### src/rtl/core/psd_pkg.sv
// ----------------------------------------------------------------------------
// psd_pkg
// Shared types and constants of the point segment distance core.
// ----------------------------------------------------------------------------
package psd_pkg;

  localparam int DIST_BITS = 17;

  // Per-stage pipeline control handed to each cell.
  typedef struct packed {
    logic adv;  // stage loads this cycle
    logic vld;  // valid of the beat offered to the stage
  } psd_ctl_t;

endpackage

### src/rtl/core/psd_sqrt_cell.sv
// ----------------------------------------------------------------------------
// psd_sqrt_cell
// One digit-by-digit integer square root step: two radicand bits, one root bit.
// ----------------------------------------------------------------------------
module psd_sqrt_cell import psd_pkg::*; #(
  parameter int C  = 16,
  parameter int RW = C + 1,
  parameter int MW = C + 3,
  parameter int NW = 2 * C + 2
) (
  input  logic          clk_i,
  input  logic          rst_ni,
  input  psd_ctl_t      ctl_i,
  input  logic [MW-1:0] rem_i,
  input  logic [RW-1:0] root_i,
  input  logic [NW-1:0] n_i,
  output logic          vld_o,
  output logic [MW-1:0] rem_o,
  output logic [RW-1:0] root_o,
  output logic [NW-1:0] n_o
);

  logic [MW+1:0] rem2, trial;
  logic          take;
  logic          vld_q;

  always_comb begin
    rem2  = {rem_i, n_i[NW-1:NW-2]};
    trial = (MW+2)'({root_i, 2'b01});
    take  = rem2 >= trial;
  end

  always_ff @(posedge clk_i or negedge rst_ni) begin
    if (!rst_ni) begin
      vld_q <= 1'b0;
    end else if (ctl_i.adv) begin
      vld_q <= ctl_i.vld;
    end
  end

  always_ff @(posedge clk_i) begin
    if (ctl_i.adv) begin
      rem_o  <= take ? MW'(rem2 - trial) : rem2[MW-1:0];
      root_o <= {root_i[RW-2:0], take};
      n_o    <= {n_i[NW-3:0], 2'b00};
    end
  end

  assign vld_o = vld_q;

endmodule

### config.mk
export PLATFORM = sky130hd
export DESIGN_NAME = psd_sqrt_cell
export DESIGN_NICKNAME = d
export VERILOG_FILES = /design/src/rtl/core/psd_pkg.sv /design/src/rtl/core/psd_sqrt_cell.sv
export SDC_FILE = /design/constraint.sdc
export NUM_CORES = 1
export LEC_CHECK = 0
export BUFFER_PORTS_ARGS = -buffer_cell sky130_fd_sc_hd__buf_4
export CORE_MARGIN = 4
export CORE_UTILIZATION = 33
export CTS_CLUSTER_DIAMETER = 60
export DETAILED_ROUTE_END_ITERATION = 6
export GPL_TIMING_DRIVEN = 0
export SLEW_MARGIN = 15
export SYNTH_ARGS = -nofsm -noshare
export SYNTH_HDL_FRONTEND = slang
export SYNTH_SLANG_ARGS = --single-unit
### constraint.sdc
create_clock -name clk_i -period 0.95 [get_ports clk_i]
set_clock_uncertainty 0.1 [all_clocks]
set_input_delay 0.095 -clock clk_i [delete_from_list [all_inputs] [get_ports clk_i]]
set_output_delay 0.095 -clock clk_i [all_outputs]
set_load 0.01 [all_outputs]
=== Yosys cells after proc, flatten, opt, wreduce, memory -nomap -nowiden ===
Cells that the tools add are included.

* Register bits after elaboration: 69
* Input port bits: 74
* Output and inout bits: 71
* Word-level logic and storage cells: 7

* Add/sub/neg operators: 1
* Magnitude comparators: 1
* Multiplexer cells: 1

{| class="wikitable"
|+ Operators with widths
! kind !! count
|-
| $ge A21 B19 Y1 || 1
|-
| $mux W19 || 1
|-
| $sub A19 B19 Y19 || 1
|}

=== Longest topological paths before layout ===
Gate-level depths: netlist of the first run.

* Word-level depth: 2
* Mapped depth: 10
* Depth with buffers taken out: 8

=== Worst setup path before layout of the first run ===
OpenSTA, ideal clock, no wires.

* Kind: in2reg
* From: input root_i[14]
* To: register rem_o[10], data pin
* Library setup time: 260 ps
* Data arrival time: 1,823 ps
* Data required time: 590 ps
* Slack: -1,234 ps
* Stages: 9
* Path buffers: 1
* Cell sequence: inv_1 -> ha_1 -> and4_4 -> and2_4 -> a2111oi_2 -> o21ai_1 -> a21o_1 -> buf_6 -> mux2_4

* Longest elaborated chain between the ends: 2

{| class="wikitable"
|+ RTL lines
! element !! RTL line !! RTL
|-
| start, declared || psd_sqrt_cell.sv:15 || <nowiki>input logic [RW-1:0] root_i,</nowiki>
|-
| $ge A21 B19 Y1 || psd_sqrt_cell.sv:30 || <nowiki>take = rem2 >= trial;</nowiki>
|-
| $mux W19 || psd_sqrt_cell.sv:43 || <nowiki>rem_o <= take ? MW'(rem2 - trial) : rem2[MW-1:0];</nowiki>
|-
| end signal, assigned || psd_sqrt_cell.sv:43 ||
|-
| end, declared || psd_sqrt_cell.sv:18 || <nowiki>output logic [MW-1:0] rem_o,</nowiki>
|}

Every way passes these cells.
A chain may end at the register's enable or synchronous reset.

=== Final worst setup path of the first run ===
* From: input rem_i[6]
* To: register rem_o[16], data pin

* Longest elaborated chain between the ends: 2
* Elaborated cells between the ends (all ways): 3

{| class="wikitable"
|+ RTL lines
! element !! RTL line !! RTL
|-
| start, declared || psd_sqrt_cell.sv:14 || <nowiki>input logic [MW-1:0] rem_i,</nowiki>
|-
| $ge A21 B19 Y1 || psd_sqrt_cell.sv:30 ||
|-
| via take || psd_sqrt_cell.sv:24 || <nowiki>logic take;</nowiki>
|-
| $mux W19 || psd_sqrt_cell.sv:43 ||
|}

The timed path passes the listed nets, and every way through them passes these cells.

==> flow_summary.toml, run 1 <==
[status]
status = "finished, violations left"
failed_checks = "hold timing, setup timing"

[setup_path]
worst_ep_arrival_time_ps = 1950
worst_r2r_path_depth = 2
cpMaxStageDelayCell = "a211oi_2"
end_kind = "flop"
cp_num_cells = 10
cp-start-kind = "input port"
path_delay_family = "compound AO/OA/AOI/OAI gates"
slowest_delay_ps = 280
worst_r2r_endpoint = "vld_o"
critPathRequiredTime_ps = 950
path_cells = "buf_4 -> ha_4 -> a21oi_4 -> o22ai_2 -> a211oi_2 -> nand2_1 -> a21o_1 -> buf_8 -> buf_12 -> mux2_4"
crit_buf_inv = 3
worstReg2RegStart = "vld_o"
crit_type = "in2reg"
critPathMaxFanout = 4
r2r_slack_ps = -30

[detailed_routing]
vias = 2926
wirelength_mm = 10.3
drt_iter0_drc = 156
wl_per_cell_um = 16.4
drtAntennaViolNets = 0
post-route-drc-count = 0
drt-vias-per-instance = 4.67
dr.pass1.iters = 4

[synthesis]
ys_seq_elements = 69
synthesis.area_um2 = 3420
yosys.area.top_type = "edfxtp_1"
synthFlopType = "edfxtp_1"
avgSynthCellArea_um2 = 13.8
synth.top_cell.area_share_pct = 59.7
synth.area.top_cells = "edfxtp_1 (60%), mux2_4 (7.0%), ha_1 (7.0%)"
synth.distinct_cells = 44
yosys_warnings = 0
synth_edf_count = 68
synthCells = 247
ys_seq_area_share_pct = 60.5
async_flop_share_pct = 1.45

[die]
die_x_um = 110
rows = 36
initial_core_util_pct = 34.5
io_pins = 145
die_area_um2 = 12100
core_um2 = 9910
die_h_um = 110

[placed_design]
dp.cells = 523
dp_hpwl_mm = 6.23
io_buffers = 142
gp_congestion = 0.815
placed_cell_area_um2 = 4790

[grt]
grt_pass1_wl_mm = 14.9
grt_pass1_vias = 2970
grt_max_degree = 70
track_usage_pct = 16.3
antenna_found_initial = 0
grt_overflow = 0

[pwr]
p_per_area_nw_per_um2 = 1510
total_power_mw = 9.67
p_leak_nw = 2.72
vdd_drop_max_mv = 0.672

[sta]
maxClockFrequency_mhz = 515
hold_viol = 16
min_period_over_period_pct = 204
tns_ps = -27430
setup_viol = 90
timing.final.ws_setup_ps = -991
period_minus_slack_ps = 1940
whs_ps = -50.9
rsz0062_at_grt = "yes"
slew_headroom_pct = 58.1
worstMarginPinSlew_ps = 629
slew_violations = 0

[worst_hold_path]
whs_endpoint = "rem_o[17]"
min-delay-path-class = "in2reg"
min_path_cells = 2
min_from = "rem_i[15]"

[cells_and_area]
syn2layout_area_growth_pct = 86.9
final_area_um2 = 6390
fillCellCount = 734
antennaDiodeCount = 0
final_net_count = 582
drive_gt1_share_pct = 54.5
stdcell_count = 627

[cts]
clock_path_buffers = 2
clkTransAtPathRegs_ps = 80
cts_sinks = 69
htreeDepth = 3
insertion_delay_ps = 350
cts-root-buf = "clkbuf_8"
cts_tree = "done"
numCtsBuffers = 9

[flow_run]
drv_cap = 0
-- layout make-up --
cell class	instances	area [µm²]	share of cell area, %
repair buffers	232	2210	34.5
well taps	133	166	2.60
flip-flops and latches	69	2070	32.4
multi-input cells	150	1530	23.9
inverters	22	118	1.84
clock inverters	5	108	1.68
clock buffers	11	141	2.21
plain buffers	5	52.6	0.823
-- synthesized netlist by cell type (2+ instances only) --
library cell  count
edfxtp_1         68
inv_1            22
ha_1             19
mux2_4           16
nand2_1          15
a21oi_1          14
o21ai_0          10
xnor2_1           8
nor2_1            7
xor2_1            7
o211ai_1          5
a211oi_1          4
a21o_1            4
nand4_1           4
buf_6             3
nor3_1            3
a21boi_0          2
a31oi_1           2
and2_1            2
and3_1            2
buf_2             2
buf_4             2
mux2_2            2
nand2b_1          2
nand3_1           2
o21ai_1           2
-- timing repair --
item,4_1_cts,5_1_grt
pin swaps,5,23
gates resized for setup,59,81
hold buffers,50,1
setup endpoints to repair,90,90
endpoints found under the hold margin,66,17
buffers inserted,28,14
-- metrics by stage --
stage          util [%]  setup WS [ps]
2_1_floorplan         -          -1170
3_3_place_gp       48.3          -1580
3_5_place_dp       48.3          -1590
4_1_cts            60.6          -1040
5_1_grt            64.5          -1050
6_report           64.5           -991
-- kinds of logic after synthesis --
family                   synth area share (%)
AO/OA/AOI/OAI                            10.6
XOR/XNOR                                 3.84
multiplexers                             7.98
adder cells (fa/ha/maj)                  6.95
other                                   0.110
AND/OR/NAND/NOR                          5.93
buffers and inverters                    4.14
flip-flops                               60.5
-- power by group --
part	switching (mW)	internal, mW
logic	1.08	1.70
clock network	1.19	1.83
registers	0.145	3.73
total	2.41	7.25
-- worst max-delay path by stage --
| stage | slack [ps] | startpoint | endpoint |
|---|---|---|---|
| 6_report | -990 | rem_i[6] | rem_o[16] |
| 5_1_grt | -1050 | root_i[6] | rem_o[16] |
| 4_1_cts | -1040 | root_i[13] | rem_o[16] |
| 3_5_place_dp | -1590 | rem_i[2] | rem_o[3] |
| 3_3_place_gp | -1580 | rem_i[3] | rem_o[14] |
| 2_1_floorplan | -1170 | root_i[13] | rem_o[10] |
-- registers in the layout, indices dropped and copies added (netlist names) --
signal,flops
n_o,32
rem_o,19
root_o,17
vld_o,1
-- per-layer routing --
layer / vias to the layer above / wire length [µm] / part of all wire [%] / track usage, %
li1: 1407 / - / - / -
met1: 1383 / 4010 / 39 / 19.4
met2: 122 / 5170 / 50 / 27.3
met3: 14 / 954 / 9.2 / 4.87
met4: 0 / 187 / 1.8 / 6.95
met5: - / 0 / 0 / 0
-- placed cells by master (no fill, tap or decap), drive strengths merged, types with 4 or more instances in the layout --
master / instances
a211oi: 4
a21o: 4
a21oi: 16
buf: 186
clkbuf: 11
dlygate4sd3: 51
edfxtp: 68
ha: 19
inv: 22
mux2: 18
nand2: 15
nand4: 4
nor2: 7
o211ai: 5
o21ai: 12
xnor2: 8
xor2: 7
Note: power is estimated with default switching activity, not from simulation.
==> run 2, diff against run 1 <==
Settings changed: CTS_CLUSTER_DIAMETER 60 to unset, SKIP_LAST_GASP set to 1.
==> run 2 against run 1 <==
The flow still finishes with violations (hold timing, setup timing). Flip-flop and latch count did not move. Non-clock buffer count unchanged. Critical endpoint unchanged. Maximum frequency is essentially flat. Design area shrank 0.12%.
==> flow_summary.toml, run 2 (synthesized netlist as in run 1, its figures left out) <==
[worst_hold_path]
min_from = "rem_i[15]"
min-delay-path-class = "in2reg"

[grt]
track_usage_pct = 16.3
grt_max_degree = 70
grt_pass1_wl_mm = 14.9
grt_pass1_vias = 2970
antenna_found_initial = 0
grt_overflow = 0

[cts]
htreeDepth = 3
clkTransAtPathRegs_ps = 80
cts_sinks = 69
insertion_delay_ps = 350
cts_tree = "done"
numCtsBuffers = 9
clock_path_buffers = 2
cts-root-buf = "clkbuf_8"

[detailed_routing]
vias = 2934
dr.pass1.iters = 4
drtAntennaViolNets = 0
wl_per_cell_um = 16.4
post-route-drc-count = 0
drt_iter0_drc = 156
wirelength_mm = 10.3
drt-vias-per-instance = 4.68

[setup_path]
cp-start-kind = "input port"
critPathRequiredTime_ps = 950
worst_ep_arrival_time_ps = 1940
worstReg2RegStart = "vld_o"
end_kind = "flop"
crit_start = "rem_i[6]"
crit_type = "in2reg"
critPathMaxFanout = 4

[cells_and_area]
final_net_count = 582
antennaDiodeCount = 0
fillCellCount = 739
final_util_pct = 64.4
most-common-layout-cells = "buf_4 (103), buf_6 (78), edfxtp_1 (68), dlygate4sd3_1 (51)"
largest_reg_flops = 32
syn2layout_area_growth_pct = 86.7
reg.largest.list = "n_o x32, rem_o x19, root_o x17"
top_register = "n_o"
final_area_um2 = 6380
layout_commonest_cell = "buf_4"
stdcell_count = 627
drive_gt1_share_pct = 54.5

[placed_design]
placed_cell_area_um2 = 4790
dp.cells = 523
dp_hpwl_mm = 6.23
gp_congestion = 0.815
io_buffers = 142

[sta]
worstMarginPinSlew_ps = 629
slew_headroom_pct = 58.1
maxClockFrequency_mhz = 516
period_minus_slack_ps = 1940
min_period_over_period_pct = 204
rsz0062_at_grt = "yes"
setup_viol = 90
hold_viol = 16
slew_violations = 0
whs_ps = -49.7
timing.final.ws_setup_ps = -990

[status]
failed_checks = "hold timing, setup timing"
status = "finished, violations left"

[die]
core_um2 = 9910
die_h_um = 110
die_area_um2 = 12100
die_x_um = 110
initial_core_util_pct = 34.5
io_pins = 145
rows = 36

[pwr]
vdd_drop_max_mv = 0.672
p_per_area_nw_per_um2 = 1510
p_leak_nw = 2.72

[flow_run]
drv_cap = 0
-- run 2: cell count changes in the layout (fill, tap and decap cells not counted) --
cell   previous run  this run
buf_4           101       103
buf_6            80        78
-- run 2: repair_timing --
| action | 4_1_cts | 5_1_grt |
|---|---|---|
| hold buffers | 50 | 1 |
| setup buffers | 28 | 14 |
| setup endpoints to repair | 90 | 90 |
| gates resized for setup | 57 | 81 |
| pin swaps | 5 | 23 |
| endpoints found under the hold margin | 66 | 17 |
-- run 2: final cells by class --
type / count / area (µm²) / share of cell area [%]
well taps: 133 / 166 / 2.61
flip-flops and latches: 69 / 2070 / 32.4
multi-input cells: 150 / 1530 / 24.0
clock buffers: 11 / 141 / 2.22
inverters: 22 / 118 / 1.84
plain buffers: 5 / 52.6 / 0.824
clock inverters: 5 / 108 / 1.69
repair buffers: 232 / 2200 / 34.5
-- run 2: power breakdown --
part,internal [mW],switching [mW]
sequential,3.73,0.145
combinational,1.70,1.08
clock,1.83,1.19
-- run 2: per-layer routing --
layer  track usage, %  share of wire (%)  wire (µm)
met1             19.3                 39       3970
met2             27.3                 50       5140
met3             4.87                9.6        985
met4             6.95                1.9        191
met5                0                  0          0
-- run 2: worst max-delay path, cell delays in order --
cell      delay (ps)
buf_4            120
ha_4             260
a21oi_4          180
o22ai_2          110
a211oi_2         280
nand2_1          110
a21o_1           230
buf_8            140
buf_12           120
mux2_4           280
-- run 2: path summary, 6_finish.rpt --
kind / end / slack [ps] / cells past startpoint
max: rem_o[16] / -990 / 10
min: rem_o[17] / -50 / 2
max reg2reg: vld_o / -30 / 2
min reg2reg: vld_o / 540 / 2
max in group asynchronous: vld_o / 140 / 3
min in group asynchronous: vld_o / 500 / 3
-- run 2: stage by stage --
stage	hold slack (ps)	setup TNS [ps]	worst slack (ps)	power, mW
after floorplan	-301	-22410	-1170	4.95
after detailed placement	-227	-54040	-1590	5.90
final	-49.7	-27360	-990	9.66
after CTS	-176	-29010	-1040	9.36
after global routing	-58.7	-31220	-1050	10.1
after global placement	-230	-52990	-1580	5.87
==> run 3, diff against run 2 <==
Settings changed: ABC_AREA set to 1, RECOVER_POWER set to 25.
Clock period 0.95 ns to 2.1 ns, I/O delays scaled along.
==> run 3 against run 2 <==
The flow finishes with violations (capacitance limit, slew limit). Design area shrank 13%. Critical endpoint is now rem_o[10]. Largest power group unchanged. Non-clock buffer count is 39 lower. Critical path type unchanged. Clock-buffer cell count is 1 higher.
==> flow_summary.toml, run 3 <==
[status]
status = "finished, violations left"
failed_checks = "capacitance limit, slew limit"

[pwr]
total_power_mw = 3.59
swShare_pct = 28.5
p_sw_mw = 1.02
p_per_area_nw_per_um2 = 646
internal-power_mw = 2.56
p_leak_nw = 2.67
pwr-share-clk_pct = 26.4
vdd_drop_max_mv = 0.331
seq_power_share_pct = 47.9
power.share.combinational_pct = 25.7

[cells_and_area]
drive_gt1_share_pct = 31.6
final_net_count = 670
stdcell_count = 722
final_util_pct = 51.2
multi_input_area_um2 = 1340
final_area_um2 = 5550
register_area_um2 = 2070
top_register = "n_o"
most-common-layout-cells = "nand2_1 (112), buf_4 (95), edfxtp_1 (68), inv_1 (50), dlygate4sd3_1 (50)"
layout_commonest_cell = "nand2_1"
reg.largest.list = "n_o x32, rem_o x19, root_o x17"
syn2layout_area_growth_pct = 51.4
antennaDiodeCount = 0
largest_reg_flops = 32
fillCellCount = 985

[synthesis]
ys_seq_area_share_pct = 56.4
synthAdderAreaFrac_pct = 6.48
avgSynthCellArea_um2 = 9.83
ys_top_cells_by_count = "nand2_1 (112), edfxtp_1 (68), inv_1 (50)"
synth_edf_count = 68
post-synth-top-count-cell = "nand2_1"
synthSimpleGateAreaFrac_pct = 24.6
synthFlopType = "edfxtp_1"
ys_seq_elements = 69
async_flop_share_pct = 1.45
synth-compound-area-share_pct = 3.07
yosys.area.top_type = "edfxtp_1"
synth.top_cell.area_share_pct = 55.7
synth_top_family_by_area = "simple AND/OR/NAND/NOR gates"
synth_mux_area_share_pct = 0.307
synthesis.area_um2 = 3670
synthCells = 373
synth_xor_area_share_pct = 1.91
yosys_warnings = 0
synth.distinct_cells = 28
synth.area.top_cells = "edfxtp_1 (56%), nand2_1 (11%), ha_1 (6.5%)"

[detailed_routing]
dr.pass1.iters = 4
wl_per_cell_um = 13.8
drt-vias-per-instance = 4.48
vias = 3235
wirelength_mm = 9.98
drtAntennaViolNets = 0
drt_iter0_drc = 190
post-route-drc-count = 0

[setup_path]
crit_type = "in2reg"
slowest_delay_ps = 340
path_delay_family = "simple AND/OR/NAND/NOR gates"
cp-start-kind = "input port"
critPathRequiredTime_ps = 2100
cpMaxStageDelayCell = "ha_1"
end_kind = "flop"
path_cells = "clkbuf_4 -> inv_1 -> ha_1 -> a21oi_1 -> inv_1 -> nand2_1 -> a21oi_1 -> nor2_4 -> nand2_4 -> buf_6 -> nand2_1 -> nand2_1"
critPathMaxFanout = 10
crit_buf_inv = 4
worst_ep_arrival_time_ps = 1900
cp_common_cell = "nand2_1"

[grt]
grt_overflow = 0
grt_pass1_wl_mm = 15.7
grt_pass1_vias = 3289
antenna_found_initial = 0
grt_max_degree = 70
track_usage_pct = 15.4

[placed_design]
gp_congestion = 0.863
dp_hpwl_mm = 7.38
io_buffers = 142
placed_cell_area_um2 = 4910
dp.cells = 656
place_ws_ps = -123

[sta]
maxClockFrequency_mhz = 525
worstMarginPinSlew_ps = 1730
tns_ps = 0
setup_viol = 0
period_minus_slack_ps = 1900
hold_viol = 0
min_period_over_period_pct = 90.7
timing.final.ws_setup_ps = 195
rsz0062_at_grt = "no"
whs_ps = 74.3
slew_violations = 70
slew_headroom_pct = -15.3

[cts]
post-cts-setup-buffers = 0
cts_sinks = 69
ctsResizeCount = 0
numCtsBuffers = 9
cts-root-buf = "clkbuf_8"
cts_tree = "done"
clkTransAtPathRegs_ps = 70
htreeDepth = 3
insertion_delay_ps = 340
clock_path_buffers = 2

[die]
core_um2 = 10800
rows = 38
die_x_um = 113
die_area_um2 = 12900
io_pins = 145
initial_core_util_pct = 33.8
die_h_um = 113

[flow_run]
drv_cap = 1

[worst_hold_path]
min-delay-path-class = "in2reg"
==> run 3: cell count changes in the layout (fill, tap and decap cells not counted), sizes merged, moves of 17 or more <==
cell and delta:
buf -89, clkbuf +52, nor2 +17, mux2 -17, nand2 +104, inv +32, nand3 +39
==> run 3: cell type report <==
class,instances,area share [%]
flip-flops and latches,69,37.2
repair buffers,192,27.8
multi-input cells,245,24.1
inverters,54,3.65
well taps,140,3.15
clock buffers,12,2.43
plain buffers,6,1.10
clock inverters,4,0.473
==> run 3: worst paths after layout <==
| kind | startpoint | to | slack [ps] | cells past startpoint |
|---|---|---|---|---|
| max | root_i[12] | rem_o[10] | 200 | 12 |
| min | rem_i[10] | rem_o[12] | 70 | 3 |
| max reg2reg | vld_o | vld_o | 1240 | 1 |
| min reg2reg | vld_o | vld_o | 430 | 1 |
| max in group asynchronous | rst_ni | vld_o | 1720 | 2 |
| min in group asynchronous | rst_ni | vld_o | 90 | 2 |
==> run 3: logic make-up after synthesis <==
group,count (synthesis)
AOI/OAI and AO/OA,21
adders and majority gates,19
muxes,1
buffers and inverters,60
other,1
DFF,69
and+or+nand+nor,194
xor gates and xnor gates,8
==> run 3: routing by layer <==
metal	vias up	share of wire [%]	track usage [%]
met5	-	0	0
met4	0	0.68	4.33
met3	7	8.1	4.51
met2	117	47	25.4
met1	1477	45	19.9
li1	1634	-	-
==> run 3: power groups by stage <==
stage	clock, mW	combinational (mW)	sequential (mW)
final	0.946	0.923	1.72
after global routing	1.03	1.03	1.73
after CTS	0.977	0.944	1.72
after detailed placement	0	0.864	1.75
after global placement	0	0.855	1.74
after floorplan	0	0.362	1.82
==> run 3: tightest hold or removal path, cell delays in order <==
cell and delay, ps:
buf_4 90, nand3_1 60, nand2_1 60
==> run 3: timing repair <==
item / in CTS / in global routing
endpoints found under the setup margin: 0 / 0
endpoints found under the hold margin: 50 / 0
hold buffers: 50 / 0
