===== config.mk =====
export PLATFORM = sky130hd
export DESIGN_NAME = psd_div_cell
export DESIGN_NICKNAME = d
export VERILOG_FILES = /design/src/rtl/core/psd_pkg.sv /design/src/rtl/core/psd_div_cell.sv
export SDC_FILE = /design/constraint.sdc
export NUM_CORES = 1
export LEC_CHECK = 0
export ABC_AREA = 1
export ABC_CLOCK_PERIOD_IN_PS = 950
export BUFFER_PORTS_ARGS = -buffer_cell sky130_fd_sc_hd__buf_2
export CORE_AREA = 2 2 181 183
export DETAILED_ROUTE_END_ITERATION = 8
export DIE_AREA = 0 0 183 185
export PLACE_DENSITY = 0.69
export SYNTH_ARGS = -nofsm -noshare
export SYNTH_HDL_FRONTEND = slang
export SYNTH_SLANG_ARGS = --single-unit

===== constraint.sdc =====
create_clock -name clk_i -period 0.95 [get_ports clk_i]
set_input_delay 0.0475 -clock clk_i [delete_from_list [all_inputs] [get_ports clk_i]]
set_output_delay 0.0475 -clock clk_i [all_outputs]
set_load 0.01 [all_outputs]

===== src/rtl/core/psd_pkg.sv =====
// ----------------------------------------------------------------------------
// psd_pkg
// Shared types and constants of the point segment distance core.
// ----------------------------------------------------------------------------
package psd_pkg;

  localparam int DIST_BITS = 17;

  // Per-stage pipeline control handed to each cell.
  typedef struct packed {
    logic adv;  // stage loads this cycle
    logic vld;  // valid of the beat offered to the stage
  } psd_ctl_t;

endpackage


===== src/rtl/core/psd_div_cell.sv =====
// ----------------------------------------------------------------------------
// psd_div_cell
// One restoring division step for the x and y lanes, with side data.
// ----------------------------------------------------------------------------
module psd_div_cell import psd_pkg::*; #(
  parameter int C  = 16,
  parameter int LW = 2 * C + 1,
  parameter int SW = 4 * C + 3
) (
  input  logic          clk_i,
  input  logic          rst_ni,
  input  psd_ctl_t      ctl_i,
  input  logic [LW-1:0] l2_i,
  input  logic [LW-1:0] rem_x_i,
  input  logic [LW-1:0] rem_y_i,
  input  logic [C-1:0]  low_x_i,
  input  logic [C-1:0]  low_y_i,
  input  logic [C-1:0]  q_x_i,
  input  logic [C-1:0]  q_y_i,
  input  logic [SW-1:0] side_i,
  output logic          vld_o,
  output logic [LW-1:0] l2_o,
  output logic [LW-1:0] rem_x_o,
  output logic [LW-1:0] rem_y_o,
  output logic [C-1:0]  low_x_o,
  output logic [C-1:0]  low_y_o,
  output logic [C-1:0]  q_x_o,
  output logic [C-1:0]  q_y_o,
  output logic [SW-1:0] side_o
);

  logic [LW:0]   rx2, ry2;
  logic          bx, by;
  logic [LW-1:0] rem_x_d, rem_y_d;
  logic          vld_q;

  always_comb begin
    rx2 = {rem_x_i, low_x_i[C-1]};
    ry2 = {rem_y_i, low_y_i[C-1]};
    bx  = rx2 >= {1'b0, l2_i};
    by  = ry2 >= {1'b0, l2_i};
    rem_x_d = bx ? LW'(rx2 - {1'b0, l2_i}) : rx2[LW-1:0];
    rem_y_d = by ? LW'(ry2 - {1'b0, l2_i}) : ry2[LW-1:0];
  end

  always_ff @(posedge clk_i or negedge rst_ni) begin
    if (!rst_ni) begin
      vld_q <= 1'b0;
    end else if (ctl_i.adv) begin
      vld_q <= ctl_i.vld;
    end
  end

  always_ff @(posedge clk_i) begin
    if (ctl_i.adv) begin
      l2_o    <= l2_i;
      rem_x_o <= rem_x_d;
      rem_y_o <= rem_y_d;
      low_x_o <= {low_x_i[C-2:0], 1'b0};
      low_y_o <= {low_y_i[C-2:0], 1'b0};
      q_x_o   <= {q_x_i[C-2:0], bx};
      q_y_o   <= {q_y_i[C-2:0], by};
      side_o  <= side_i;
    end
  end

  assign vld_o = vld_q;

endmodule


# ---- After elaboration in Yosys (flattened, before gate mapping)
# Cells that the tools add are included.
dict set report classes {
  order_cmp 2
  mux 2
  add_sub_neg 2
}
# cell count
set ops {}
lappend ops {{greater-or-equal comparator 34 x 33 -> 1 bit} 2}
lappend ops {{2-to-1 mux 33 bit} 2}
lappend ops {{subtractor 33 bit} 2}
dict set report word_totals {
  word_cells 15
  register_bits 229
  out_inout_bits 231
  in_bits 234
}

# ---- Depth between registers and ports, before layout
# Gate-level depths: netlist of run 1.
dict set report logic_depth {
  word_depth 2
  ltp_mapped 15
  depth_no_buf 15
}

# ---- Least setup slack after synthesis of run 1
# Ideal clock, no wire load.
dict set report synth_path {
  path_type {input-to-reg}
  from {input port low_y_i[15]}
  to {register rem_y_o[25], data pin}
  stages 13
  t_arrival_ns 1.440
  slack_ns -0.742
  t_required_ns 0.698
  setup_time_ns 0.252
  path_buffers 1
  path_cell_list {inv_1 -> ha_1 -> inv_1 -> fa_1 -> nand3_1 -> nand3_2 -> nand2_1 -> nand2_2 -> nand2_4 -> nand2_8 -> buf_8 -> nand3_2 -> nand2_1}
}
dict set report synth_via {
  elab_chain_len 2
  elab_cells_between_ends 3
  classes_between {add/sub (1); order compare (1); mux (1)}
}
# item line_no
set synth_rtl {}
lappend synth_rtl {{start, declared} psd_div_cell.sv:17} ;# input logic [C-1:0] low_y_i,
lappend synth_rtl {{subtractor 33 bit or greater-or-equal comparator 34 x 33 -> 1 bit (tied branches)} {psd_div_cell.sv:43, psd_div_cell.sv:41}}
lappend synth_rtl {{2-to-1 mux 33 bit *} psd_div_cell.sv:43} ;# rem_y_d = by ? LW'(ry2 - {1'b0, l2_i}) : ry2[LW-1:0];
lappend synth_rtl {{net rem_y_d[25]} psd_div_cell.sv:34} ;# logic [LW-1:0] rem_x_d, rem_y_d;
lappend synth_rtl {{end signal, assigned} psd_div_cell.sv:58} ;# rem_y_o <= rem_y_d;
lappend synth_rtl {{end, declared} psd_div_cell.sv:24} ;# output logic [LW-1:0] rem_y_o,
# Mark *: on every way through the listed nets, which the timed path passes. The rest lies on a longest branch.
# A chain may end at the register's enable or synchronous reset.

# ---- Final worst setup path of run 1
dict set report layout_path {
  from {input port l2_i[27]}
  to {register rem_y_o[27], data pin}
}
dict set report layout_via {
  elab_chain_len 2
  elab_cells_between_ends 3
  classes_between {add/sub (1); order compare (1); mux (1)}
}
# item line_no
set layout_rtl {}
lappend layout_rtl {{start, declared} psd_div_cell.sv:13} ;# input logic [LW-1:0] l2_i,
lappend layout_rtl {{subtractor 33 bit or greater-or-equal comparator 34 x 33 -> 1 bit (tied branches)} {psd_div_cell.sv:43, psd_div_cell.sv:41}}
lappend layout_rtl {{2-to-1 mux 33 bit *} psd_div_cell.sv:43}
lappend layout_rtl {{net rem_y_d[27]} psd_div_cell.sv:34}
# Marks and branches as above.

==> results of run 1 <==
-- worst max path at each step --
stage | start | endpoint
after global routing | l2_i[27] | rem_y_o[27]
after global placement | l2_i[31] | rem_x_o[32]
after detailed placement | l2_i[31] | rem_x_o[9]
final | l2_i[27] | rem_y_o[27]
after floorplan | l2_i[29] | rem_y_o[25]
after CTS | l2_i[29] | rem_y_o[23]
-- cell type report --
| class | count | area [um^2] | area share |
|---|---|---|---|
| diodes | 2 | 5.00 | 0.000210 |
| flip-flops and latches | 229 | 6870 | 0.288 |
| inverters | 282 | 1130 | 0.0475 |
| well taps | 408 | 510 | 0.0214 |
| clock buffers | 29 | 641 | 0.0269 |
| repair buffers | 984 | 7400 | 0.311 |
| multi-input cells | 1031 | 7080 | 0.297 |
| clock inverters | 17 | 181 | 0.00761 |
-- state kept, by name, summed over array words and instances (netlist names) --
| name | cells |
|---|---|
| rem_y_o | 33 |
| rem_x_o | 33 |
| q_y_o | 16 |
| side_o | 67 |
| low_x_o | 15 |
| low_y_o | 15 |
| vld_o | 1 |
| l2_o | 33 |
| q_x_o | 16 |
-- cell families after synthesis --
kind of cell | after synthesis
and+or+nand+nor | 881
xor gates and xnor gates | 28
AOI/OAI and AO/OA | 48
other | 1
muxes | 1
buffers and inverters | 302
DFF | 229
adders and majority gates | 68
-- power groups by stage --
| stage | clock network, mW | registers [mW] | logic [mW] |
|---|---|---|---|
| 2_1_floorplan | 0 | 13.4 | 3.50 |
| 3_3_place_gp | 0 | 12.8 | 8.17 |
| 3_5_place_dp | 0 | 12.8 | 8.29 |
| 4_1_cts | 10.0 | 12.6 | 10.1 |
| 5_1_grt | 10.4 | 12.8 | 11.7 |
| 6_report | 9.90 | 12.7 | 11.0 |
-- cells in the final DEF (no fill, tap or decap), types with 17 or more instances in the layout --
master and count:
buf_4 257, ha_4 48, ha_1 17, inv_2 31, nor2_2 27, nand2_4 26
nand3_2 61, nand3_1 58, a21oi_1 26, nand2_1 455, inv_1 235, edfxtp_1 228
dlygate4sd3_1 225, nor2_1 47, buf_6 36, xor2_1 25, nand2_2 110, clkbuf_16 27
nand3b_1 23, buf_2 434
-- worst max-delay path, delay by kind of cell --
family / cells / cell delay [ns]
simple gates: 7 / 0.71
compound gates: 2 / 0.23
buf+inv: 5 / 0.61
fa+ha+maj: 1 / 0.23
-- layer usage --
metal	share of wire	up-vias	GRT usage	wire, um
met5	0	-	0	0
met4	0.042	0	0.130	2350
met3	0.073	143	0.0509	4060
met2	0.51	656	0.567	28200
met1	0.38	6936	0.364	21100
li1	-	6970	-	-
-- repair_timing --
item / in CTS / in global routing
resized for setup: 247 / 168
pin swaps: 77 / 43
endpoints found under the hold margin: 225 / 1
hold buffers: 224 / 1
buffers inserted: 34 / 8
cloned: 8 / 2
setup endpoints to repair: 297 / 312
-- through the flow --
stage / setup TNS [ns] / cells / cell area [um^2] / util / power [mW]
finish: -72.01 / 2982 / 23800 / 0.744 / 33.5
global route: -83.42 / 2982 / 23800 / 0.744 / 34.9
CTS: -68.88 / 2969 / 23000 / 0.719 / 32.7
detailed placement: -79.62 / 2658 / 18600 / 0.580 / 21.1
global placement: -77.35 / 2658 / 18600 / 0.580 / 21.0
floorplan: -44.93 / 1559 / 13900 / - / 16.9
==> summary.txt, run 1 <==
Clock network
  • Max clock buf depth: 3
  • Clock Latency Late Sink: 0.53 ns
  • Root Driver: clkbuf_16
  • Htree depth: 1
  • CTS tree: yes
  • Clock transition at the registers of the reported paths: 0.06 ns
  • CTS buffer count: 25
  • CTS Sinks: 229

Floorplan
  • Core Area: 32000 um^2
  • Die Ht: 185 um
  • Boundary Pins: 465
  • Initial Util: 0.418
  • Chip Width: 183 um
  • # rows: 66
  • DIE AREA: 33900 um^2

Yosys
  • Post-synth EDFFs: 228
  • Ys Warns: 0
  • Most common cell in the synthesized netlist: nand2_1
  • Avg Inst Size Synth: 8.60 um^2
  • Synth Area in XOR/XNOR: 0.0183
  • Largest family of logic cells by synthesized area: simple AND/OR/NAND/NOR gates
  • Synth cell count leaders: nand2_1, inv_1, edfxtp_1
  • Ranking of synthesized cells by area: edfxtp_1, nand2_1, inv_1, ha_1, nand3_1
  • #FFs+latches synth: 229
  • Post-Synth Adder-Cell Area: 0.0646
  • Compound-Gate Fraction of Synth Area: 0.0191
  • Synth Area in Simple Gates: 0.293
  • Fraction of registers with async set/reset: 0.00437
  • Synth Flop Type: edfxtp_1
  • Post-synth cell types: 36
  • Post-synthesis mux area share: 0.000840
  • Synth top area share: 0.511
  • Sequential element share of the synthesized area: 0.513
  • Mapped Cells: 1558
  • Yosys top cell by area: edfxtp_1
  • Synthesized area: 13400 um^2

Hold path
  • Hold depth: 4
  • Worst min-delay path class: input port to flip-flop
  • Hold Path Origin: rem_x_i[11]
  • Worst hold path endpoint: rem_x_o[12]

Route
  • Total Wirelength: 55700 um
  • Initial DRC count: 994
  • Post-DRT Antenna Nets: 0
  • Routed vias: 14700
  • DRC Markers: 0
  • Via density: 4.93
  • DRT Pass-1 Iters: 5
  • Wire length per cell: 18.7 um

Pwr
  • Logic pwr share: 0.327
  • Clock group share of total power: 0.295
  • P_leak: 11.6 nW
  • Max rail drop VDD: 0.00203 V
  • Switch share: 0.309
  • Power per standard cell area: 1410 nW/um^2
  • Internal power: 23.2 mW
  • Seq pwr share: 0.378
  • NetSw: 10.4 mW

STA
  • Max Fclk: 0.650 GHz
  • Final worst slack: -0.589 ns
  • Final Slew Violations: 0
  • Worst Clk Skew: 0 ns
  • Final Cycle Share: 1.62
  • Final setup fails: 298
  • Worst hold slack: 0.0197 ns
  • Fin. Hold Viols: 0
  • RSZ-0062 raised after global routing: yes
  • Period minus WS final: 1.54 ns

Worst setup path
  • Crit-path max FO: 5
  • Slowest Stage Delay on Critical Path: 0.23 ns
  • Worst setup SP type: input port
  • Kind of critical path: input port to flip-flop
  • Critical R2R Launch: vld_o
  • Crit end category: flip-flop
  • CP required: 1.24 ns
  • Crit-path slowest cell: ha_4
  • Reg2reg setup slack: 0.19 ns
  • RR Endpoint: vld_o
  • R2R depth: 1
  • Arr. time, crit path: 1.83 ns
  • Cells along the critical path: buf_6, clkinvlp_4, buf_4, ha_4, nand2_1, nand2_1, inv_2, o21bai_4, a21oi_2, nand2_2, nor2_4, buf_8, nand2_8, nand3_4, nand2_1
  • Crit path top cell by count: nand2_1

Final layout
  • Share of cells above drive strength 1: 0.465
  • Nets: 2855
  • Fill cells: 2195
  • Synth-to-layout area growth: 77.8%

Global route
  • Pin count of the biggest net entering global routing: 39
  • Antenna violations before repair: 2
  • First-pass GRT wire length: 80700 um
  • Number of global-route vias before repair: 14900
  • Total grt overflow: 0
  • GR Util All Layers: 0.311

Placed design
  • Worst slack at placement: -1.21 ns
  • Post-DP HPWL: 38400 um
  • I/O Buffers: 460
  • Gp weighted congestion: 0.937

Run
  • Max-Cap Viols: 0

Status
  • Outcome: finished, violations left
  • Failing checks: negative setup slack
Note: power is estimated with default switching activity, not from simulation.
==> run 2: changes to the inputs <==
ABC_AREA = not set   (was 1)
CORE_AREA = 2 2 182 184   (was 2 2 181 183)
DIE_AREA = 0 0 184 186   (was 0 0 183 185)
PLACE_DENSITY = not set   (was 0.69)
==> run 2 against run 1 <==
Against the previous run:
- the flow still finishes with violations (negative setup slack)
- wire length down 21%
- via count down 23%
- highest routed layer is now met5
- non-clock buffer count increased by 4
- die area rose by 1.1%
- largest power group unchanged
- critical path type unchanged
- sequential share of layout area up 4.7 points
- largest cell class unchanged
- global-route usage fell by 6.8 points
==> summary.txt, run 2 <==
Status
  • Outcome: finished, violations left
  • Failing checks: negative setup slack

Worst setup path
  • Worst setup SP type: input port
  • Cells along the critical path: buf_8, inv_12, ha_4, inv_2, fa_2, a21o_1, a221oi_2, buf_4, o221ai_4, a2111o_1, a211oi_2, o31a_4, o21a_4, inv_12, mux2_1
  • Slowest Stage Delay on Critical Path: 0.42 ns (+0.19 ns)
  • Critical R2R Launch: vld_o
  • Crit-path slowest cell: a2111o_1
  • Crit path top cell by count: inv_12
  • Kind of critical path: input port to flip-flop
  • CP required: 1.24 ns (about the same)
  • Crit end category: flip-flop
  • Crit-path max FO: 27 (+22)
  • Arr. time, crit path: 2.88 ns (+1.05 ns)
  • R2R depth: 1 (unchanged)
  • Critical path startpoint: low_y_i[15]

Route
  • Post-DRT Antenna Nets: 0 (unchanged)
  • DRC Markers: 0 (unchanged)
  • Wire length per cell: 19.0 um (+1.8%)
  • Routed vias: 11300 (-23%)
  • Total Wirelength: 43900 um (-21%)
  • DRT Pass-1 Iters: 5 (unchanged)
  • Via density: 4.89 (-0.82%)
  • Initial DRC count: 461 (-54%)

STA
  • Fin. Hold Viols: 0 (unchanged)
  • Final Slew Violations: 0 (unchanged)
  • Period minus WS final: 2.59 ns (+1.05 ns)
  • Worst Clk Skew: 0 ns (unchanged)
  • Slew @ Worst Pin: 0.701 ns
  • Final setup fails: 297 (-0.34%)
  • Final Cycle Share: 2.72 (+1.10)
  • Slew HR: 0.520
  • Worst hold slack: 0.0643 ns (+0.0447 ns)
  • Final worst slack: -1.64 ns (-1.05 ns)
  • RSZ-0062 raised after global routing: yes
  • Max Fclk: 0.386 GHz (-41%)

Placed design
  • Post-DP HPWL: 31700 um (-17%)
  • Gp weighted congestion: 0.874 (-6.7%)
  • I/O Buffers: 460 (unchanged)

Clock network
  • Root Driver: clkbuf_16
  • CTS tree: yes
  • Max clock buf depth: 3 (unchanged)
  • Htree depth: 1 (unchanged)
  • CTS Sinks: 229 (unchanged)
  • CTS buffer count: 26 (+4.0%)
  • Clock transition at the registers of the reported paths: 0.06 ns (about the same)
  • Clock Latency Late Sink: 0.54 ns (about the same)

Floorplan
  • Chip Width: 184 um (+0.55%)
  • # rows: 66 (unchanged)
  • Initial Util: 0.359 (-0.0594)
  • DIE AREA: 34200 um^2 (+1.1%)
  • Die Ht: 186 um (+0.54%)
  • Core Area: 32200 um^2 (+0.52%)
  • Boundary Pins: 465 (unchanged)

Yosys
  • #FFs+latches synth: 229 (unchanged)
  • Synth Flop Type: edfxtp_1
  • Fraction of registers with async set/reset: 0.00437 (unchanged)
  • Ys Warns: 0 (unchanged)
  • Avg Inst Size Synth: 13.1 um^2 (+52%)
  • Synth cell count leaders: edfxtp_1, ha_1, inv_1
  • Synth top area share: 0.592 (+0.0815)
  • Most common cell in the synthesized netlist: edfxtp_1
  • Yosys top cell by area: edfxtp_1
  • Post-synth cell types: 72 (+100%)
  • Post-synth EDFFs: 228 (unchanged)
  • Ranking of synthesized cells by area: edfxtp_1, ha_1, a21oi_1, mux2_4, xnor2_1
  • Synthesized area: 11600 um^2 (-14%)
  • Mapped Cells: 883 (-43%)
  • Sequential element share of the synthesized area: 0.595 (+0.0818)

Global route
  • Antenna violations before repair: 9 (+7)
  • First-pass GRT wire length: 63800 um (-21%)
  • Pin count of the biggest net entering global routing: 62 (+59%)
  • Number of global-route vias before repair: 11700 (-21%)
  • Total grt overflow: 0 (unchanged)
  • GR Util All Layers: 0.244 (-0.0676)

Final layout
  • Share of cells above drive strength 1: 0.474 (+0.00904)
  • Nets: 2180 (-24%)
  • Max reg flops: 67 (unchanged)
  • Synth-to-layout area growth: 77.0%
  • Largest Register: side_o
  • Commonest non-fill, non-tap cell in the layout: buf_2
  • Fill cells: 2525 (+15%)
  • Most frequent cells in the layout: buf_2, buf_4, dlygate4sd3_1

Run
  • Max-Cap Viols: 0 (unchanged)

Hold path
  • Worst min-delay path class: input port to flip-flop
  • Hold depth: 3 (-1)
  • Hold Path Origin: rem_x_i[0]

Pwr
  • Power per standard cell area: 1580 nW/um^2 (+12%)
  • Power, Total: 32.4 mW (-3.4%)
  • P_leak: 9.42 nW (-19%)
  • Max rail drop VDD: 0.00140 V (-31%)
run 2: cell types whose count changed in the layout (fill, tap and decap cells not counted), sizes merged, moves of 30 or more:
cell   change
mux2      +48
nand3    -117
inv      -209
o21ai     +32
a21o      +33
xnor2     +30
nand2    -558
nor2      -38
run 2: worst max-delay path: cells and delay by family:
family | cells | cell delay [ns]
AOI/OAI and AO/OA | 7 | 1.53
adders and majority gates | 2 | 0.46
muxes | 1 | 0.34
buffers and inverters | 5 | 0.48
run 2: area by class of cell:
class / instances / area, um^2 / area share
repair buffers: 988 / 7170 / 0.351
flip-flops and latches: 229 / 6870 / 0.336
multi-input cells: 570 / 4660 / 0.228
clock buffers: 30 / 687 / 0.0336
well taps: 408 / 510 / 0.0250
inverters: 60 / 275 / 0.0135
clock inverters: 18 / 224 / 0.0109
repair inverters: 3 / 42.5 / 0.00208
diodes: 4 / 10.0 / 0.000489
run 2: path summary, 6_finish.rpt:
path | endpoint | slack (ns)
max in group asynchronous | vld_o | 0.50
min in group asynchronous | vld_o | 0.35
max | rem_y_o[3] | -1.64
min | rem_x_o[1] | 0.06
max reg2reg | vld_o | 0.18
min reg2reg | vld_o | 0.54
run 2: layer usage:
layer / track usage / share of wire / up-vias
met3: 0.0607 / 0.069 / 107
met4: 0.104 / 0.040 / 8
li1: - / - / 5381
met5: 0 / 0.0014 / -
met2: 0.449 / 0.51 / 387
met1: 0.266 / 0.38 / 5415
run 2: logic make-up after synthesis:
family	count (synthesis)	share of synthesized area
flip-flops	229	0.595
AO/OA/AOI/OAI	223	0.131
AND/OR/NAND/NOR	179	0.0767
buffers and inverters	85	0.0310
adder cells (fa/ha/maj)	68	0.0749
multiplexers	51	0.0556
XOR/XNOR	47	0.0356
other	1	0.000324
run 2: metrics by stage:
| stage | setup TNS, ns | area, um^2 | cells | util | setup WS, ns |
|---|---|---|---|---|---|
| 2_1_floorplan | -131.98 | 11700 | 884 | - | -2.25 |
| 3_3_place_gp | -149.29 | 16600 | 2007 | 0.516 | -2.39 |
| 3_5_place_dp | -151.41 | 16600 | 2007 | 0.516 | -2.43 |
| 4_1_cts | -143.97 | 20200 | 2300 | 0.628 | -1.61 |
| 5_1_grt | -156.07 | 20500 | 2308 | 0.635 | -1.74 |
| 6_report | -139.82 | 20500 | 2310 | 0.635 | -1.64 |
run 2: where the power goes:
part,switching (mW),total [mW],internal [mW]
combinational,4.16,8.92,4.76
sequential,0.345,12.7,12.4
clock,4.20,10.7,6.54
total,8.70,32.4,23.7
run 2: timing repair:
item                       4_1_cts  5_1_grt
hold buffers                   230        0
hold endpoints to repair       249        0
resized for setup               59       32
cloned                           3        0
pin swaps                       17       10
buffers inserted                13        7
setup endpoints to repair      297      297
==> run 3: changes to the inputs <==
MAX_ROUTING_LAYER = met4   (was not set)
==> run 3 against run 2 <==
Against the previous run:
- the run ends with negative hold slack, negative setup slack left
- combinational power is 1% lower
- largest cell class unchanged
- core utilization down 0.39 points
- clock-buffer cell count unchanged
- clock power barely moved
- global-route usage increased by 0.99 points
- critical endpoint is now rem_y_o[5]
- fmax decreased by 2.6%
- worst hold slack worse by 0.070 ns
- sequential power about the same
==> summary.txt, run 3 (synthesized netlist as in run 2, its figures left out) <==
Placed design
  • DP Area: 16500 um^2 (-0.53%)
  • Post-DP HPWL: 31600 um (-0.32%)
  • Gp weighted congestion: 0.904 (+3.4%)
  • Placed Instances: 1997 (-0.50%)
  • I/O Buffers: 460 (unchanged)

Clock network
  • CTS Sinks: 229 (unchanged)
  • CTS tree: yes
  • Max clock buf depth: 3 (unchanged)
  • CTS buffer count: 27 (+3.8%)
  • Clock transition at the registers of the reported paths: 0.06 ns (about the same)
  • Root Driver: clkbuf_16
  • Clock Latency Late Sink: 0.55 ns (about the same)
  • Htree depth: 1 (unchanged)

Floorplan
  • Chip Width: 184 um (unchanged)
  • Initial Util: 0.359 (unchanged)
  • Die Ht: 186 um (unchanged)
  • DIE AREA: 34200 um^2 (unchanged)
  • Core Area: 32200 um^2 (unchanged)
  • # rows: 66 (unchanged)
  • Boundary Pins: 465 (unchanged)

Worst setup path
  • Worst setup SP type: input port
  • Kind of critical path: input port to flip-flop
  • Crit path top cell by count: inv_12
  • Arr. time, crit path: 2.95 ns (+0.07 ns)
  • RR Endpoint: vld_o
  • Crit end category: flip-flop
  • R2R depth: 2 (+1)
  • Crit-path max FO: 27 (unchanged)
  • Reg2reg setup slack: 0.08 ns (-0.10 ns)
  • Crit-path slowest cell: a2111o_1
  • Critical R2R Launch: vld_o
  • Slowest Stage Delay on Critical Path: 0.42 ns (about the same)
  • Worst Path Buf+Inv: 5 (unchanged)
  • CP required: 1.24 ns (about the same)
  • Stages on worst setup path: 15 (unchanged)
  • CP top delay family: compound AO/OA/AOI/OAI gates
  • Cells along the critical path: buf_8, inv_12, ha_4, inv_2, fa_2, a21o_1, a221oi_2, buf_4, o221ai_2, a2111o_1, a211oi_2, o31a_4, o21a_4, inv_12, mux2_1

Final layout
  • Nets: 2168 (-0.55%)
  • Post-route insts no fill: 2300 (-0.43%)
  • Design area: 20300 um^2 (-0.61%)
  • Max reg flops: 67 (unchanged)
  • Largest Register: side_o
  • Commonest non-fill, non-tap cell in the layout: buf_2
  • Synth-to-layout area growth: 75.9%
  • Most frequent cells in the layout: buf_2, buf_4, dlygate4sd3_1
  • Share of cells above drive strength 1: 0.473 (-0.000475)

Route
  • Total Wirelength: 43700 um (-0.42%)
  • Wire length per cell: 19.0 um (about the same)
  • DRT Pass-1 Iters: 5 (unchanged)
  • Initial DRC count: 497 (+7.8%)
  • Routed vias: 11300 (-0.35%)
  • DRC Markers: 0 (unchanged)
  • Via density: 4.89 (about the same)
  • Post-DRT Antenna Nets: 0 (unchanged)

STA
  • Slew @ Worst Pin: 0.768 ns (+0.0667 ns)
  • Period minus WS final: 2.66 ns (+0.0687 ns)
  • Worst hold slack: -0.00539 ns (-0.0697 ns)
  • Final setup fails: 297 (unchanged)
  • Slew HR: 0.475 (-0.0456)
  • Max Fclk: 0.376 GHz (-2.6%)
  • RSZ-0062 raised after global routing: yes
  • Final Slew Violations: 0 (unchanged)
  • Final Cycle Share: 2.80 (+0.0723)
  • Final worst slack: -1.71 ns (-0.0687 ns)
  • Worst Clk Skew: 0 ns (unchanged)
  • Fin. Hold Viols: 6 (+6)

Pwr
  • P_leak: 9.34 nW (-0.83%)
  • Power, Total: 32.3 mW (-0.18%)
  • Power per standard cell area: 1590 nW/um^2 (+0.43%)
  • Max rail drop VDD: 0.00233 V (+67%)

Global route
  • Antenna violations before repair: 8 (-1)
  • Number of global-route vias before repair: 11700 (-0.26%)
  • GR Util All Layers: 0.254 (+0.00988)
  • Pin count of the biggest net entering global routing: 43 (-31%)
  • Total grt overflow: 0 (unchanged)
  • First-pass GRT wire length: 64300 um (+0.77%)

Hold path
  • Hold depth: 2 (-1)
  • Worst hold path endpoint: side_o[40]
  • Hold Path Origin: ctl_i[1]
  • Worst min-delay path class: input port to flip-flop

Status
  • Failing checks: negative hold slack, negative setup slack
  • Outcome: finished, violations left

Run
  • Max-Cap Viols: 0 (unchanged)
run 3: routing by layer:
layer | global-route usage | routed length (um)
met5 | - | 0
met4 | 0.0944 | 1500
met3 | 0.0593 | 2920
met2 | 0.451 | 22500
met1 | 0.277 | 16800
run 3: repair_timing:
action                                 CTS  global route
hold buffers                           231             0
setup endpoints to repair              297           332
gates cloned                             1             0
setup buffers                           15             7
gates resized for setup                 61            35
pin swaps                               18             8
endpoints found under the hold margin  233             0
run 3: where the power goes:
part | switching, mW | total (mW) | internal, mW
clock network | 4.22 | 10.8 | 6.56
logic | 4.12 | 8.82 | 4.70
registers | 0.338 | 12.7 | 12.4
run 3: area by class of cell:
class | count | area (um^2)
fillers | 2504 | 11900
repair buffers | 977 | 7080
flip-flops and latches | 229 | 6870
multi-input cells | 570 | 4640
clock buffers | 30 | 687
well taps | 408 | 510
inverters | 60 | 270
clock inverters | 16 | 225
diodes | 9 | 22.5
repair inverters | 1 | 20.0
run 3: metrics by stage:
stage                     TNS, ns  setup WS [ns]  utilization  hold WS (ns)
final                     -141.21          -1.71        0.631      -0.00539
after global routing      -160.58          -1.88        0.631        0.0120
after CTS                 -153.44          -1.67        0.625       0.00186
after detailed placement  -152.51          -2.46        0.513        -0.176
after global placement    -149.45          -2.40        0.513        -0.177
after floorplan           -131.98          -2.25            -        -0.248
run 3: worst max path at each step:
stage                start          end  slack (ns)
2_1_floorplan  low_y_i[15]  rem_y_o[10]       -2.25
3_3_place_gp   low_y_i[15]   rem_y_o[8]       -2.40
3_5_place_dp   low_y_i[15]   rem_y_o[6]       -2.46
4_1_cts        low_y_i[15]   rem_y_o[2]       -1.67
5_1_grt        low_y_i[15]   rem_y_o[5]       -1.88
6_report       low_y_i[15]   rem_y_o[5]       -1.71
